File: src/rtl/assert_macros.svh
// Assertion helpers used by the parser unit.
`ifndef ASSERT_MACROS_SVH
`define ASSERT_MACROS_SVH

`ifndef SYNTH

// Check on every rising clock edge, skipped while reset is held.
`define ASSERT_CLK(label, clk, rst_n, prop) \
    label: assert property (@(posedge clk) disable iff (!(rst_n)) (prop)) \
        else $error("assertion failed")

// Check on every rising clock edge, reset included.
`define ASSERT_ALWAYS(label, clk, prop) \
    label: assert property (@(posedge clk) (prop)) \
        else $error("assertion failed")

`else

`define ASSERT_CLK(label, clk, rst_n, prop)
`define ASSERT_ALWAYS(label, clk, prop)

`endif

`endif

File: src/rtl/lppp_pkg.sv
package lppp_pkg;

    localparam int unsigned HDR_BYTES = 13;
    localparam int unsigned HDR_CNT_W = 4;

    // Configuration register indexes
    localparam logic [7:0] CFG_MAGIC_WORD       = 8'd0;
    localparam logic [7:0] CFG_EXPECTED_VERSION = 8'd1;

    // Field tags; the field index uses the same codes, FIELD_NONE meaning all done
    localparam logic [1:0] FIELD_SRC  = 2'd0;
    localparam logic [1:0] FIELD_DST  = 2'd1;
    localparam logic [1:0] FIELD_PAY  = 2'd2;
    localparam logic [1:0] FIELD_NONE = 2'd3;

    typedef enum logic [1:0] {
        LP_HIGH = 2'd0,
        LP_LOW  = 2'd1,
        LP_DATA = 2'd2
    } t_len_phase;

    typedef enum logic [2:0] {
        ST_OK          = 3'd0,
        ST_TOO_SHORT   = 3'd1,
        ST_BAD_MAGIC   = 3'd2,
        ST_BAD_VERSION = 3'd3,
        ST_TRUNCATED   = 3'd4,
        ST_TRAILING    = 3'd5
    } t_status;

    typedef struct packed {
        logic [1:0]  field_tag;
        logic [7:0]  field_byte;
        logic        byte_valid;
        logic        packet_done;
        t_status     status;
        logic [7:0]  version_out;
        logic [7:0]  packet_type;
        logic [7:0]  flags_out;
        logic [63:0] counter_out;
    } t_result;

endpackage

File: src/rtl/lppp_if.sv
interface lppp_pkt_if;
    logic       valid;
    logic       ready;
    logic [7:0] data_byte;
    logic       last_byte;

    modport source (output valid, output data_byte, output last_byte, input ready);
    modport sink   (input valid, input data_byte, input last_byte, output ready);
endinterface

interface lppp_res_if;
    logic        valid;
    logic        ready;
    logic [1:0]  field_tag;
    logic [7:0]  field_byte;
    logic        byte_valid;
    logic        packet_done;
    logic [2:0]  status;
    logic [7:0]  version_out;
    logic [7:0]  packet_type;
    logic [7:0]  flags_out;
    logic [63:0] counter_out;

    modport source (output valid, output field_tag, output field_byte, output byte_valid,
                    output packet_done, output status, output version_out,
                    output packet_type, output flags_out, output counter_out,
                    input ready);
    modport sink   (input valid, input field_tag, input field_byte, input byte_valid,
                    input packet_done, input status, input version_out,
                    input packet_type, input flags_out, input counter_out,
                    output ready);
endinterface

interface lppp_cfg_if;
    logic        valid;
    logic        ready;
    logic [7:0]  index;
    logic [15:0] data;

    modport source (output valid, output index, output data, input ready);
    modport sink   (input valid, input index, input data, output ready);
endinterface

File: src/rtl/length_prefixed_packet_parser_unit.sv
// Channel   Dir  Payload                                         Handshake
// i_pkt     in   data_byte[7:0], last_byte                       valid/ready
// o_res     out  field_tag, field_byte, byte_valid, packet_done,  valid/ready
//                status, version_out, packet_type, flags_out,
//                counter_out[63:0]
// i_cfg     in   index[7:0], data[15:0]                          valid/ready
//
// One byte per cycle while i_pkt.ready is high; each result is registered before it leaves.
// The parse state advances on the request itself; the output register plus a skid
// entry let a new byte in every cycle, i_pkt.ready falls only when both are full.
// Reset (i_rst_n low, synchronous) clears parse state, the output queue, and sets
// magic_word to 0 and expected_version to 1. Configuration writes are always taken.
`include "assert_macros.svh"

module length_prefixed_packet_parser_unit (
    input  logic         i_clk,
    input  logic         i_rst_n,
    lppp_pkt_if.sink     i_pkt,
    lppp_cfg_if.sink     i_cfg,
    lppp_res_if.source   o_res
);
    import lppp_pkg::*;

    // configuration
    logic [15:0] r_magic_word;
    logic [7:0]  r_expected_version;

    // parse state
    logic [HDR_CNT_W-1:0] r_hdr_cnt,      u_hdr_cnt,      n_hdr_cnt;
    logic                 r_magic_bad,    u_magic_bad,    n_magic_bad;
    logic [7:0]           r_magic_high,   u_magic_high,   n_magic_high;
    logic [7:0]           r_version,      u_version,      n_version;
    logic [7:0]           r_type,         u_type,         n_type;
    logic [7:0]           r_flags,        u_flags,        n_flags;
    logic [63:0]          r_counter,      u_counter,      n_counter;
    logic [1:0]           r_field_idx,    u_field_idx,    n_field_idx;
    t_len_phase           r_phase,        u_phase,        n_phase;
    logic [7:0]           r_len_high,     u_len_high,     n_len_high;
    logic [15:0]          r_remaining,    u_remaining,    n_remaining;
    logic                 r_trailing,     u_trailing,     n_trailing;

    logic       emit;
    logic       pkt_fire;
    logic       res_fire;
    logic       new_res;
    logic [7:0] b;
    logic [15:0] len;
    logic [15:0] rem_dec;
    t_status    status;
    t_result    res;

    // output register and skid entry
    t_result r_main, r_skid;
    logic    r_main_v, r_skid_v;

    assign b        = i_pkt.data_byte;
    assign pkt_fire = i_pkt.valid && i_pkt.ready;
    assign res_fire = r_main_v && o_res.ready;
    assign len      = {r_len_high, b};
    assign rem_dec  = r_remaining - 16'd1;

    assign i_pkt.ready = !r_skid_v;
    assign i_cfg.ready = 1'b1;

    always_ff @(posedge i_clk) begin
        if (!i_rst_n) begin
            r_magic_word       <= 16'd0;
            r_expected_version <= 8'd1;
        end else if (i_cfg.valid) begin
            unique case (i_cfg.index)
                CFG_MAGIC_WORD:       r_magic_word       <= i_cfg.data;
                CFG_EXPECTED_VERSION: r_expected_version <= i_cfg.data[7:0];
                default: ;
            endcase
        end
    end

    // state update for the byte on the request
    always_comb begin
        u_hdr_cnt    = r_hdr_cnt;
        u_magic_bad  = r_magic_bad;
        u_magic_high = r_magic_high;
        u_version    = r_version;
        u_type       = r_type;
        u_flags      = r_flags;
        u_counter    = r_counter;
        u_field_idx  = r_field_idx;
        u_phase      = r_phase;
        u_len_high   = r_len_high;
        u_remaining  = r_remaining;
        u_trailing   = r_trailing;
        emit         = 1'b0;

        if (r_hdr_cnt != HDR_CNT_W'(HDR_BYTES)) begin
            case (r_hdr_cnt)
                4'd0:    u_magic_high = b;
                4'd1:    u_magic_bad  = ({r_magic_high, b} != r_magic_word);
                4'd2:    u_version    = b;
                4'd3:    u_type       = b;
                4'd4:    u_flags      = b;
                default: u_counter    = {r_counter[55:0], b};
            endcase
            u_hdr_cnt = r_hdr_cnt + 4'd1;
        end else if (r_field_idx == FIELD_NONE) begin
            u_trailing = 1'b1;
        end else begin
            unique case (r_phase)
                LP_HIGH: begin
                    u_len_high = b;
                    u_phase    = LP_LOW;
                end
                LP_LOW: begin
                    if (len == 16'd0) begin
                        u_field_idx = r_field_idx + 2'd1;
                        u_phase     = LP_HIGH;
                        u_remaining = 16'd0;
                    end else begin
                        u_remaining = len;
                        u_phase     = LP_DATA;
                    end
                end
                default: begin
                    emit        = 1'b1;
                    u_remaining = rem_dec;
                    if (rem_dec == 16'd0) begin
                        u_field_idx = r_field_idx + 2'd1;
                        u_phase     = LP_HIGH;
                    end
                end
            endcase
        end
    end

    // result built from the updated state
    always_comb begin
        if (u_hdr_cnt != HDR_CNT_W'(HDR_BYTES)) status = ST_TOO_SHORT;
        else if (u_magic_bad)                    status = ST_BAD_MAGIC;
        else if (u_version != r_expected_version) status = ST_BAD_VERSION;
        else if (u_field_idx != FIELD_NONE)      status = ST_TRUNCATED;
        else if (u_trailing)                     status = ST_TRAILING;
        else                                     status = ST_OK;

        res             = '0;
        res.field_tag   = emit ? r_field_idx : FIELD_NONE;
        res.field_byte  = emit ? b : 8'd0;
        res.byte_valid  = emit;
        res.status      = ST_OK;
        if (i_pkt.last_byte) begin
            res.packet_done = 1'b1;
            res.status      = status;
            if (status != ST_TOO_SHORT) begin
                res.version_out = u_version;
                res.packet_type = u_type;
                res.flags_out   = u_flags;
                res.counter_out = u_counter;
            end
        end
    end

    assign new_res = pkt_fire && (emit || i_pkt.last_byte);

    // take the updated state for each accepted byte; drop all parse state once the last byte is through
    always_comb begin
        n_hdr_cnt    = r_hdr_cnt;
        n_magic_bad  = r_magic_bad;
        n_magic_high = r_magic_high;
        n_version    = r_version;
        n_type       = r_type;
        n_flags      = r_flags;
        n_counter    = r_counter;
        n_field_idx  = r_field_idx;
        n_phase      = r_phase;
        n_len_high   = r_len_high;
        n_remaining  = r_remaining;
        n_trailing   = r_trailing;
        if (pkt_fire) begin
            if (i_pkt.last_byte) begin
                n_hdr_cnt    = '0;
                n_magic_bad  = 1'b0;
                n_magic_high = '0;
                n_version    = '0;
                n_type       = '0;
                n_flags      = '0;
                n_counter    = '0;
                n_field_idx  = FIELD_SRC;
                n_phase      = LP_HIGH;
                n_len_high   = '0;
                n_remaining  = '0;
                n_trailing   = 1'b0;
            end else begin
                n_hdr_cnt    = u_hdr_cnt;
                n_magic_bad  = u_magic_bad;
                n_magic_high = u_magic_high;
                n_version    = u_version;
                n_type       = u_type;
                n_flags      = u_flags;
                n_counter    = u_counter;
                n_field_idx  = u_field_idx;
                n_phase      = u_phase;
                n_len_high   = u_len_high;
                n_remaining  = u_remaining;
                n_trailing   = u_trailing;
            end
        end
    end

    always_ff @(posedge i_clk) begin
        if (!i_rst_n) begin
            r_hdr_cnt    <= '0;
            r_magic_bad  <= 1'b0;
            r_magic_high <= '0;
            r_version    <= '0;
            r_type       <= '0;
            r_flags      <= '0;
            r_counter    <= '0;
            r_field_idx  <= FIELD_SRC;
            r_phase      <= LP_HIGH;
            r_len_high   <= '0;
            r_remaining  <= '0;
            r_trailing   <= 1'b0;
        end else begin
            r_hdr_cnt    <= n_hdr_cnt;
            r_magic_bad  <= n_magic_bad;
            r_magic_high <= n_magic_high;
            r_version    <= n_version;
            r_type       <= n_type;
            r_flags      <= n_flags;
            r_counter    <= n_counter;
            r_field_idx  <= n_field_idx;
            r_phase      <= n_phase;
            r_len_high   <= n_len_high;
            r_remaining  <= n_remaining;
            r_trailing   <= n_trailing;
        end
    end

    // output queue: skid is only filled while the main entry is stalled
    always_ff @(posedge i_clk) begin
        if (!i_rst_n) begin
            r_main_v <= 1'b0;
            r_skid_v <= 1'b0;
        end else if (!r_main_v || res_fire) begin
            r_main_v <= r_skid_v || new_res;
            r_skid_v <= 1'b0;
        end else if (new_res) begin
            r_skid_v <= 1'b1;
        end
    end

    always_ff @(posedge i_clk) begin
        if (!r_main_v || res_fire) begin
            r_main <= r_skid_v ? r_skid : res;
        end
        if (r_main_v && !res_fire && new_res) begin
            r_skid <= res;
        end
    end

    assign o_res.valid       = r_main_v;
    assign o_res.field_tag   = r_main.field_tag;
    assign o_res.field_byte  = r_main.field_byte;
    assign o_res.byte_valid  = r_main.byte_valid;
    assign o_res.packet_done = r_main.packet_done;
    assign o_res.status      = r_main.status;
    assign o_res.version_out = r_main.version_out;
    assign o_res.packet_type = r_main.packet_type;
    assign o_res.flags_out   = r_main.flags_out;
    assign o_res.counter_out = r_main.counter_out;

    `ASSERT_ALWAYS(a_skid_behind_main, i_clk, !r_skid_v || r_main_v || !i_rst_n);
    `ASSERT_CLK(a_hdr_cnt_range, i_clk, i_rst_n, r_hdr_cnt <= HDR_CNT_W'(HDR_BYTES));
    `ASSERT_CLK(a_done_clears, i_clk, i_rst_n,
        (pkt_fire && i_pkt.last_byte) |=> (r_hdr_cnt == '0 && r_field_idx == FIELD_SRC));
    `ASSERT_CLK(a_fields_need_hdr, i_clk, i_rst_n,
        (r_hdr_cnt != HDR_CNT_W'(HDR_BYTES)) |-> (r_field_idx == FIELD_SRC && r_phase == LP_HIGH));
    `ASSERT_CLK(a_status_only_done, i_clk, i_rst_n,
        (r_main_v && !r_main.packet_done) |-> (r_main.status == ST_OK && r_main.byte_valid));

endmodule
File: src/flat_wrapper.sv
// flat-port wrapper written by rule: the top's interface ports become plain ports
module length_prefixed_packet_parser_unit_flat import lppp_pkg::*;
  (i_clk, i_rst_n, i_pkt_valid, i_pkt_data_byte, i_pkt_last_byte, i_pkt_ready, i_cfg_valid, i_cfg_index, i_cfg_data, i_cfg_ready, o_res_valid, o_res_field_tag, o_res_field_byte, o_res_byte_valid, o_res_packet_done, o_res_status, o_res_version_out, o_res_packet_type, o_res_flags_out, o_res_counter_out, o_res_ready);
  lppp_pkt_if i_pkt_i ();
  lppp_cfg_if i_cfg_i ();
  lppp_res_if o_res_i ();
  input  logic i_clk;
  input  logic i_rst_n;
  input wire logic [$bits(i_pkt_i.valid)-1:0] i_pkt_valid;
  input wire logic [$bits(i_pkt_i.data_byte)-1:0] i_pkt_data_byte;
  input wire logic [$bits(i_pkt_i.last_byte)-1:0] i_pkt_last_byte;
  output wire logic [$bits(i_pkt_i.ready)-1:0] i_pkt_ready;
  input wire logic [$bits(i_cfg_i.valid)-1:0] i_cfg_valid;
  input wire logic [$bits(i_cfg_i.index)-1:0] i_cfg_index;
  input wire logic [$bits(i_cfg_i.data)-1:0] i_cfg_data;
  output wire logic [$bits(i_cfg_i.ready)-1:0] i_cfg_ready;
  output wire logic [$bits(o_res_i.valid)-1:0] o_res_valid;
  output wire logic [$bits(o_res_i.field_tag)-1:0] o_res_field_tag;
  output wire logic [$bits(o_res_i.field_byte)-1:0] o_res_field_byte;
  output wire logic [$bits(o_res_i.byte_valid)-1:0] o_res_byte_valid;
  output wire logic [$bits(o_res_i.packet_done)-1:0] o_res_packet_done;
  output wire logic [$bits(o_res_i.status)-1:0] o_res_status;
  output wire logic [$bits(o_res_i.version_out)-1:0] o_res_version_out;
  output wire logic [$bits(o_res_i.packet_type)-1:0] o_res_packet_type;
  output wire logic [$bits(o_res_i.flags_out)-1:0] o_res_flags_out;
  output wire logic [$bits(o_res_i.counter_out)-1:0] o_res_counter_out;
  input wire logic [$bits(o_res_i.ready)-1:0] o_res_ready;
  assign i_pkt_i.valid = i_pkt_valid;
  assign i_pkt_i.data_byte = i_pkt_data_byte;
  assign i_pkt_i.last_byte = i_pkt_last_byte;
  assign i_pkt_ready = i_pkt_i.ready;
  assign i_cfg_i.valid = i_cfg_valid;
  assign i_cfg_i.index = i_cfg_index;
  assign i_cfg_i.data = i_cfg_data;
  assign i_cfg_ready = i_cfg_i.ready;
  assign o_res_valid = o_res_i.valid;
  assign o_res_field_tag = o_res_i.field_tag;
  assign o_res_field_byte = o_res_i.field_byte;
  assign o_res_byte_valid = o_res_i.byte_valid;
  assign o_res_packet_done = o_res_i.packet_done;
  assign o_res_status = o_res_i.status;
  assign o_res_version_out = o_res_i.version_out;
  assign o_res_packet_type = o_res_i.packet_type;
  assign o_res_flags_out = o_res_i.flags_out;
  assign o_res_counter_out = o_res_i.counter_out;
  assign o_res_i.ready = o_res_ready;
  length_prefixed_packet_parser_unit u_core (.i_clk(i_clk), .i_rst_n(i_rst_n), .i_pkt(i_pkt_i), .i_cfg(i_cfg_i), .o_res(o_res_i));
endmodule
File: config.mk
export PLATFORM = sky130hd
export DESIGN_NAME = length_prefixed_packet_parser_unit_flat
export DESIGN_NICKNAME = d
export VERILOG_FILES = /design/src/rtl/lppp_pkg.sv /design/src/rtl/lppp_if.sv /design/src/rtl/length_prefixed_packet_parser_unit.sv /design/src/flat_wrapper.sv
export VERILOG_INCLUDE_DIRS = /design/src /design/src/rtl
export SDC_FILE = /design/constraint.sdc
export NUM_CORES = 1
export LEC_CHECK = 0
export BUFFER_PORTS_ARGS = -buffer_cell sky130_fd_sc_hd__buf_2
export CAP_MARGIN = 10
export CORE_AREA = 2 2 166 168
export CTS_CLUSTER_SIZE = 40
export DETAILED_ROUTE_END_ITERATION = 8
export DIE_AREA = 0 0 168 170
export GPL_TIMING_DRIVEN = 0
export PLACE_DENSITY = 0.81
export SLEW_MARGIN = 20
export SYNTH_ARGS = -nofsm -noshare
export SYNTH_HDL_FRONTEND = slang
export SYNTH_SLANG_ARGS = --single-unit
File: constraint.sdc
create_clock -name i_clk -period 15.8 [get_ports i_clk]
set_input_delay 0.79 -clock i_clk [delete_from_list [all_inputs] [get_ports i_clk]]
set_output_delay 0.79 -clock i_clk [all_outputs]
set_load 0.02 [all_outputs]
After elaboration in Yosys (flattened, before gate mapping). Index checks and enable logic that the tools add are counted.

RAM bits: 0. Latch bits: 0. Register bits after elaboration: 362. Bits in read-only memories: 0. Memories kept: 0. Output and inout bits: 106.

Equal/unequal tests: 16. Multipliers: 0. Reductions and logical operators: 29. Bitwise logic cells: 1. Shifts and indexed selects: 0. Divide/modulo/power cells: 0. Order comparisons: 0. Multiplexer cells: 57. $add $sub $neg: 3.

Operators by type and width (count): $mux W64 (3); $mux W8 (17); $mux W103 (1); $mux W92 (1); $mux W88 (1); $mux W16 (4); $logic_not A16 Y1 (2); $pmux W16 S2 (1); $mux W2 (11); $ne A16 B16 Y1 (1); $sub A16 B1 Y16 const B (1); $mux W3 (5); $reduce_and A4 Y1 (3); $mux W1 (9); $eq A4 B2 Y1 const B (2); $eq A8 B1 Y1 const B (1); $logic_not A8 Y1 (1); $mux W4 (2); $ne A2 B2 Y1 const B (4); $ne A4 B4 Y1 const B (2); $ne A8 B8 Y1 (1); $pmux W2 S2 (2); $reduce_bool A2 Y1 (3); $logic_and A1 B1 Y1 (5); other kinds (17) (23).

Logic depth before layout (Yosys ltp). Gate-level depths: netlist of the first run.

Word-level depth: 15. Gate-level depth with buffers: 12.

Worst setup path after synthesis of the first run. Ideal clock, no wire load.

Path kind: input to register. From: input port o_res_ready. To: register u_core.r_skid[0] in the netlist's numbering, enable pin. Setup slack: 4.627 ns. Arrival: 10.482 ns. Path buffers: 0. Cell stages on the path: 2. Data required time: 15.109 ns. Path through: nand2b_1 > nor3_1.

Word-level cells in the longest chain between the ends: 4.

RTL lines: start, declared (RTL line flat_wrapper.sv:27) `input wire logic [$bits(o_res_i.ready)-1:0] o_res_ready;`; $logic_and A1 B1 Y1 (RTL line length_prefixed_packet_parser_unit.sv:58) `assign res_fire = r_main_v && o_res.ready;`; $logic_not A1 Y1 (RTL line length_prefixed_packet_parser_unit.sv:254) `if (r_main_v && !res_fire && new_res) begin`; $logic_and A1 B1 Y1 (2 in a row) (RTL line length_prefixed_packet_parser_unit.sv:254); end signal, assigned (RTL line length_prefixed_packet_parser_unit.sv:255) `r_skid <= res;`; end, declared (RTL line length_prefixed_packet_parser_unit.sv:53) `t_result r_main, r_skid;`.

No other way between the ends. A chain may end at the register's enable or synchronous reset.

Worst setup path after layout of the first run.
From: register u_core.r_hdr_cnt[0]. To: register u_core.r_skid[39] in the netlist's numbering, enable pin.

Word-level cells in the longest chain between the ends: 5.

RTL lines: start, declared (RTL line length_prefixed_packet_parser_unit.sv:29) `logic [HDR_CNT_W-1:0] r_hdr_cnt, u_hdr_cnt, n_hdr_cnt;`; start signal, assigned (RTL line length_prefixed_packet_parser_unit.sv:222) `r_hdr_cnt <= n_hdr_cnt;`; $ne A4 B4 Y1 (RTL line length_prefixed_packet_parser_unit.sv:94) `if (r_hdr_cnt != HDR_CNT_W'(HDR_BYTES)) begin`; $mux W1 (RTL line length_prefixed_packet_parser_unit.sv:94); net u_core.emit (RTL line length_prefixed_packet_parser_unit.sv:42) `logic emit;`; $logic_or A1 B1 Y1 (RTL line length_prefixed_packet_parser_unit.sv:160) `assign new_res = pkt_fire && (emit || i_pkt.last_byte);`; $logic_and A1 B1 Y1 (RTL line length_prefixed_packet_parser_unit.sv:160); $logic_and A1 B1 Y1 (RTL line length_prefixed_packet_parser_unit.sv:254).

The timed path passes the listed nets, and every way through them passes these cells.

==> results by group, run 1 <==
Synth
  • Cell area after synthesis: between 0.015 and 0.02 mm2
  • Area share of the leading cell type in the synthesized netlist: 0.3891
  • Syn. warnings: 0
  • Post-Syn Nets: 1484
  • Most used standard cell by instance count after synthesis: nor2_1
  • Biggest area consumer among synthesized cells: edfxtp_1
  • Share of flip-flops with an asynchronous set or reset: 0
  • Top post-synthesis cells by area: edfxtp_1 39%, dfxtp_1 20%, mux2i_1 8.4%, nor2_1 6.3%, a22oi_1 4.2%
  • Number of enable-type register cells in the synthesized netlist: ~210
  • Sequential fraction of the synthesis area: 0.5856
  • Distinct cell type count after synthesis: 69
  • FF+latch count, synth: ~360
  • Most numerous cell types in the synthesized netlist: 267 x nor2_1, 206 x edfxtp_1, 156 x dfxtp_1
  • Synthesized area per cell: 11.05 um2
  • Cells after synthesis: about 1400
  • Most used DFF post-synth: edfxtp_1

Min path
  • Worst min-delay path category: in2reg
  • Hold path endpoint: u_core.r_expected_version[0]
  • Start point of the worst hold path: i_rst_n
  • Depth of the worst hold-timing path: 2

Die
  • Row count: 60
  • Boundary pin count: ~140
  • X dimension of the die: between 150 and 200 um
  • CORE AREA: ~0.027 mm2
  • Starting density of the core: 0.5965
  • Die footprint: 0.02856 mm2
  • Vertical die dimension: 170 um

Clock network
  • Count of hold buffers inserted by post-cts repair: 0
  • Clock net sink count: about 360
  • Clock tree buffer depth: 3
  • Clock slew at reported path FFs: about 0.060 ns
  • TritonCTS clock tree: done
  • TritonCTS Buffers: 37
  • Resized cells post-CTS: 0
  • # H-tree levels: 2
  • Count of buffers added by post-CTS timing repair for setup: 0
  • Later-pin clock latency in the skew report: around 0.52 ns
  • Library cell used as clock root buffer: clkbuf_16

Timing
  • Total setup violations reported at the end of the flow: 0
  • Tcrit/Tclk final: 0.2300
  • RSZ-0062 raised after global routing: false
  • Final Hold Vio Count: 0
  • Maximum clock frequency: 275.2 MHz
  • Max transition margin: 0.3130
  • Final worst path period need: 3.634 ns
  • Final worst clock skew: approximately 0.024 ns
  • Transition time at the pin with the least slew margin: between 1 and 1.5 ns
  • Count of final max-slew check failures: 0
  • Post-Route Setup TNS: 0 ns

Cells and area
  • Layout Utilization: 0.6893
  • ANT cells: 0
  • Fraction of final layout cells sized beyond drive strength 1: 0.1608
  • Layout Nets: around 1700
  • Synthesis-to-layout area growth: 15.56%
  • Fill cells: between 1500 and 2000

Power and ir drop
  • Clock network fraction of design power: 0.441
  • Power Dens Cells: about 110 mW/mm2
  • Sequential group share of total power: 0.510
  • Design internal power: 0.001547 W
  • Combinational group share of total power: 0.049
  • Leakage power: slightly above 7 nW
  • Net load switching power: between 0.0004 and 0.0005 W
  • Switching share of power: 0.2170
  • Maximum VDD drop: around 0.09 mV

Global route
  • Overflow after GRT: 0
  • Pin count of the biggest net entering global routing: 64
  • Via count of the first global-routing pass: between 10000 and 15000
  • Overall Global Routing Usage: 0.2724
  • Number of antenna violations at the first check in global routing: 0
  • Wire length of the first global-routing pass: ~62000 um

Place
  • Detailed-placement wirelength estimate: roughly 27000 um
  • Final weighted congestion in routability-driven placement: approximately 0.94
  • Number of input and output port buffers inserted: ~140

Detailed routing
  • Number of iterations in the first detailed-routing pass: 6
  • Violation count after the first detailed-routing iteration: between 1000 and 1500
  • Vias per Instance: 6.037
  • Number of DRC violations after detailed routing: 0
  • Routed length per placed instance: approximately 20 um
  • Total Routed Length: just under 40000 um
  • Vias post-DR: approximately 12000
  • Antenna-violating nets left: 0

Setup path
  • Arrival time at the worst endpoint: approximately 3.9 ns
  • CP max stage delay: 0.51 ns
  • Setup Crit Path Kind: reg2reg
  • Crit-path max FO: 12
  • Cell with the biggest individual delay on the critical path: nor3_2
  • R2R Path End: u_core.r_skid[39]
  • RR Startpoint: u_core.r_hdr_cnt[0]
  • Setup slack of the worst register-to-register path: approximately 12 ns
  • Most repeated library cell on the critical path: buf_4
  • Source of the critical timing path: u_core.r_hdr_cnt[0]
  • Worst path required time: 16.03 ns
  • Crit start category: flip-flop
  • Endpoint class of the critical path: flip-flop
  • Worst-path cell chain: ha_1, clkbuf_1, nand3_1, nor2_1, nand2_1, inv_1, nor2_1, nor3_2, buf_6, buf_4, buf_4, buf_4
  • Worst reg2reg path depth: 12

Status
  • Outcome: finished, final reports clean

Run
  • Number of maximum-capacitance constraint violations: 0
==> cell type report <==
cell class,instances,area (um2),area share
Buffer,115,516.7,0.02813
Clock buffer,58,1181,0.06429
Clock inverter,10,58.81,0.003201
Inverter,11,41.29,0.002247
Multi-Input combinational cell,951,6043,0.3290
Sequential cell,362,9309,0.5067
Tap cell,341,426.7,0.02322
Timing Repair Buffer,147,794.5,0.04325
==> registers in the layout (all words and copies together) (netlist names), 8 cells and up <==
signal                     flops
u_core.r_flags                 8
u_core.o_res.version_out       8
u_core.r_type                  8
u_core.r_magic_word           16
u_core.r_magic_high            8
u_core.o_res.counter_out      64
u_core.o_res.field_byte        8
u_core.r_len_high              8
u_core.r_version               8
u_core.r_expected_version      8
u_core.r_counter              64
u_core.r_skid                103
u_core.o_res.packet_type       8
u_core.o_res.flags_out         8
u_core.r_remaining            16
==> worst max path at each step <==
stage                         to
2_1_floorplan   u_core.r_skid[0]
3_3_place_gp   u_core.r_skid[83]
3_5_place_dp   u_core.r_skid[39]
4_1_cts        u_core.r_skid[29]
5_1_grt        u_core.r_skid[29]
6_report       u_core.r_skid[39]
==> placed cells by master (no fill, tap or decap), drive strengths merged, types with 3 or more instances in the layout <==
| cell | netlist | routed |
|---|---|---|
| nor2 | 268 | 268 |
| edfxtp | 206 | 206 |
| buf | 29 | 176 |
| dfxtp | 156 | 156 |
| clkbuf | 86 | 144 |
| mux2i | 134 | 134 |
| nand2 | 114 | 114 |
| o31ai | 92 | 92 |
| a22oi | 90 | 90 |
| a21oi | 31 | 31 |
| nor2b | 19 | 19 |
| xnor2 | 19 | 19 |
| o21ai | 19 | 19 |
| nor3 | 14 | 14 |
| nand3 | 14 | 14 |
| a211oi | 14 | 14 |
| and3 | 13 | 13 |
| inv | 10 | 12 |
| nor4 | 11 | 11 |
| mux2 | 10 | 10 |
| nand2b | 10 | 10 |
| clkinv | 1 | 9 |
| nand4 | 7 | 7 |
| xor2 | 7 | 7 |
| a31oi | 7 | 7 |
| ha | 7 | 7 |
| and2 | 5 | 5 |
| or3 | 4 | 4 |
| a21o | 4 | 4 |
| or2 | 4 | 4 |
| nor3b | 3 | 3 |
==> through the flow <==
step	cell area [um2]	cells	total power (W)	worst slack [ns]	hold WS [ns]
2_1_floorplan	15900	1439	0.001090	4.627	0.4668
3_3_place_gp	17010	1916	0.001123	0.3802	0.4892
3_5_place_dp	17130	1927	0.001124	12.31	0.4975
4_1_cts	18370	1995	0.001983	12.29	0.4731
5_1_grt	18370	1995	0.002031	11.99	0.4819
6_report	18370	1995	0.001976	12.17	0.4767
==> critical path, delay by kind of cell, from the launching register on <==
kind	cells	cell delay, ns
flops	1	0.45
simple gates	5	1.37
buf+inv	6	1.32
fa+ha+maj	1	0.19
==> power groups by stage <==
stage / sequential [W] / clock (W) / combinational, W
6_report: 0.00101 / 0.000871 / 0.0000968
5_1_grt: 0.00101 / 0.000920 / 0.000102
4_1_cts: 0.00101 / 0.000879 / 0.0000958
3_5_place_dp: 0.00103 / 0 / 0.0000953
3_3_place_gp: 0.00103 / 0 / 0.0000919
2_1_floorplan: 0.00104 / 0 / 0.0000469
==> metal layers <==
metal	routed length, um	vias up	part of all wire	global-route usage
met5	0	-	0	0
met4	1526	0	0.039	0.1119
met3	2630	125	0.067	0.04023
met2	19180	536	0.49	0.4723
met1	15840	5782	0.40	0.3445
li1	-	5601	-	-
==> logic make-up after synthesis <==
family / Yosys count / share of synthesized area
DFF: 362 / 0.5856
xor gates and xnor gates: 26 / 0.01432
AOI/OAI and AO/OA: 277 / 0.1297
and+or+nand+nor: 496 / 0.1379
muxes: 144 / 0.09169
buffers and inverters: 126 / 0.03510
other: 1 / 0.0002359
adders and majority gates: 7 / 0.005509
(Power assumes the default switching activity.)
==> run 2: changes to the inputs <==
--- a/config.mk
+++ b/config.mk
@@ -8,12 +8,12 @@
 export LEC_CHECK = 0
 export BUFFER_PORTS_ARGS = -buffer_cell sky130_fd_sc_hd__buf_2
 export CAP_MARGIN = 10
-export CORE_AREA = 2 2 166 168
+export CORE_AREA = 2 2 175 177
 export CTS_CLUSTER_SIZE = 40
 export DETAILED_ROUTE_END_ITERATION = 8
-export DIE_AREA = 0 0 168 170
+export DIE_AREA = 0 0 177 179
 export GPL_TIMING_DRIVEN = 0
-export PLACE_DENSITY = 0.81
+export PLACE_DENSITY = 0.77
 export SLEW_MARGIN = 20
 export SYNTH_ARGS = -nofsm -noshare
 export SYNTH_HDL_FRONTEND = slang
==> constraint.sdc (replaced) <==
create_clock -name i_clk -period 2.9 [get_ports i_clk]
set_input_delay 0.145 -clock i_clk [delete_from_list [all_inputs] [get_ports i_clk]]
set_output_delay 0.145 -clock i_clk [all_outputs]
set_load 0.02 [all_outputs]
==> results by group, run 2 (synthesized netlist as in run 1, its figures left out) <==
Status
  • Outcome: finished, final reports clean (unchanged)

Place
  • Worst setup slack after placement: -0.2337 ns (was 12.31 ns)
  • Final weighted congestion in routability-driven placement: 0.9496 (was 0.9432)
  • Detailed-placement wirelength estimate: 26660 um (was 26990 um)
  • Number of input and output port buffers inserted: 136 (unchanged)

Cells and area
  • Leading cell type in the layout, fill and taps excluded: nor2_1 (unchanged)
  • Most flops, register: u_core.r_skid (unchanged)
  • Layout Nets: 1696 (was 1670)
  • Synthesis-to-layout area growth: 19.16% (was 15.56%)
  • ANT cells: 0 (unchanged)
  • Most used cells in the layout excluding fill and tap cells: 266 x nor2_1, 206 x edfxtp_1, 151 x dfxtp_1 (was 267 x nor2_1, 206 x edfxtp_1, 156 x dfxtp_1)
  • Max reg flops: 103 (unchanged)
  • Fraction of final layout cells sized beyond drive strength 1: 0.1799 (was 0.1608)

Power and ir drop
  • Clock network fraction of design power: 0.457 (was 0.441)
  • Design internal power: 0.008678 W (was 0.001547 W)
  • Power Dens Cells: 587.4 mW/mm2 (was 107.6 mW/mm2)
  • Leakage power: 7.336 nW (was 7.165 nW)
  • Net load switching power: 0.002451 W (was 0.0004287 W)
  • Switching share of power: 0.2202 (was 0.2170)
  • Sequential group share of total power: 0.494 (was 0.510)
  • Combinational group share of total power: 0.050 (was 0.049)
  • Maximum VDD drop: 0.4048 mV (was 0.08920 mV)

Timing
  • Count of final max-slew check failures: 0 (unchanged)
  • Final critical-path setup slack: 0.08022 ns (was 12.17 ns)
  • Final worst clock skew: 0.01990 ns (was 0.02450 ns)
  • Max transition margin: 0.3321 (was 0.3130)
  • RSZ-0062 raised after global routing: true (was false)
  • Transition time at the pin with the least slew margin: 1.002 ns (was 1.031 ns)
  • Maximum clock frequency: 354.6 MHz (was 275.2 MHz)
  • Tcrit/Tclk final: 0.9723 (was 0.2300)
  • Final worst path period need: 2.820 ns (was 3.634 ns)
  • Total setup violations reported at the end of the flow: 0 (unchanged)
  • Final Hold Vio Count: 0 (unchanged)
  • Post-Route Setup TNS: 0 ns (unchanged)

Global route
  • Number of antenna violations at the first check in global routing: 0 (unchanged)
  • Pin count of the biggest net entering global routing: 58 (was 64)
  • Overflow after GRT: 0 (unchanged)
  • Wire length of the first global-routing pass: 61080 um (was 61870 um)
  • Overall Global Routing Usage: 0.2469 (was 0.2724)
  • Via count of the first global-routing pass: 11180 (was 11700)

Setup path
  • Endpoint class of the critical path: flip-flop (unchanged)
  • Setup Crit Path Kind: reg2reg (unchanged)
  • Crit start category: flip-flop (unchanged)
  • Crit-path max FO: 10 (was 12)
  • Worst path required time: 3.20 ns (was 16.03 ns)
  • RR Startpoint: u_core.r_hdr_cnt[1] (was u_core.r_hdr_cnt[0])
  • Source of the critical timing path: u_core.r_hdr_cnt[1] (was u_core.r_hdr_cnt[0])
  • Arrival time at the worst endpoint: 3.12 ns (was 3.86 ns)

Clock network
  • Later-pin clock latency in the skew report: 0.54 ns (was 0.52 ns)
  • TritonCTS Buffers: 38 (was 37)
  • # H-tree levels: 2 (unchanged)
  • Clock slew at reported path FFs: 0.06 ns (about the same)
  • Clock net sink count: 362 (unchanged)
  • Clock tree buffer depth: 3 (unchanged)
  • Library cell used as clock root buffer: clkbuf_16 (unchanged)
  • TritonCTS clock tree: done (unchanged)

Run
  • Number of maximum-capacitance constraint violations: 0 (unchanged)

Detailed routing
  • Total Routed Length: 39180 um (unchanged)
  • Violation count after the first detailed-routing iteration: 1047 (was 1235)
  • Number of iterations in the first detailed-routing pass: 7 (was 6)
  • Antenna-violating nets left: 0 (unchanged)
  • Vias per Instance: 5.721 (was 6.037)
  • Wire length on met1: 16320 um (was 15840 um)
  • Vias post-DR: 11870 (was 12040)
  • Met2 wirelength from detailed routing: 19000 um (was 19180 um)
  • Met3 Wirelength: 2691 um (was 2630 um)
  • Routed length per placed instance: 18.88 um (was 19.64 um)
  • Number of DRC violations after detailed routing: 0 (unchanged)
  • Highest metal layer used by the detailed router: met4 (unchanged)

Min path
  • Worst min-delay path category: in2reg (unchanged)
  • Start point of the worst hold path: i_pkt_valid (was i_rst_n)

Die
  • Row count: 64 (was 60)
  • Vertical die dimension: 179 um (was 170 um)
  • Boundary pin count: 144 (unchanged)
  • Starting density of the core: 0.5294 (was 0.5965)
  • Die footprint: 0.03168 mm2 (was 0.02856 mm2)
  • CORE AREA: 0.03003 mm2 (was 0.02665 mm2)
  • X dimension of the die: 177 um (was 168 um)
run 2: power groups by stage:
stage / sequential (W) / combinational, W / clock [W]
after floorplan: 0.00567 / 0.000260 / 0
after global placement: 0.00561 / 0.000509 / 0
after detailed placement: 0.00560 / 0.000523 / 0
after CTS: 0.00549 / 0.000543 / 0.00513
after global routing: 0.00550 / 0.000588 / 0.00534
final: 0.00549 / 0.000552 / 0.00508
run 2: layout make-up:
cell class	count	area, um2
plain buffers	113	520.5
multi-input cells	951	6176
flip-flops and latches	362	9318
repair buffers	174	1075
clock buffers	47	1047
well taps	396	495.5
fillers	2365	11080
clock inverters	21	271.5
inverters	11	41.29
run 2: critical path, stage by stage, from the launching register on:
cell      delay [ns]
dfxtp_2         0.38
inv_1           0.07
ha_1            0.18
clkbuf_8        0.16
or3b_1          0.39
a211oi_2        0.19
o21ai_1         0.12
or2_1           0.23
buf_6           0.17
buf_6           0.18
buf_6           0.15
o31ai_2         0.37
run 2: final timing paths:
kind / endpoint / slack [ns] / cells after the start
min: u_core.r_skid_v / 0.08 / 4
max: u_core.o_res.status[1] / 0.08 / 11
min reg2reg: u_core.r_flags[4] / 0.51 / 2
max reg2reg: u_core.o_res.status[1] / 0.08 / 11
run 2: metal layers:
metal | GRT usage | up-vias
met5 | 0 | -
met1 | 0.3232 | 5660
met3 | 0.04368 | 86
met4 | 0.08678 | 0
met2 | 0.4139 | 454
li1 | - | 5671
run 2: repair_timing:
| item | in CTS | in global routing |
|---|---|---|
| buffers inserted | 1 | 10 |
| pin swaps | 0 | 4 |
| hold buffers | 19 | 0 |
| setup endpoints to repair | 10 | 93 |
| endpoints found under the hold margin | 26 | 0 |
| gates resized for setup | 6 | 19 |
run 2: per-stage QoR:
step           std cells  total power [W]    util  cell area (um2)  hold slack [ns]
5_1_grt             2075          0.01143  0.6309            18940           0.1309
6_report            2075          0.01113  0.6309            18940          0.07750
2_1_floorplan       1439         0.005934       -            15950           0.2069
4_1_cts             2066          0.01116  0.6257            18790          0.06504
3_3_place_gp        1971         0.006115  0.5705            17130           0.3600
3_5_place_dp        1979         0.006127  0.5745            17250           0.3598
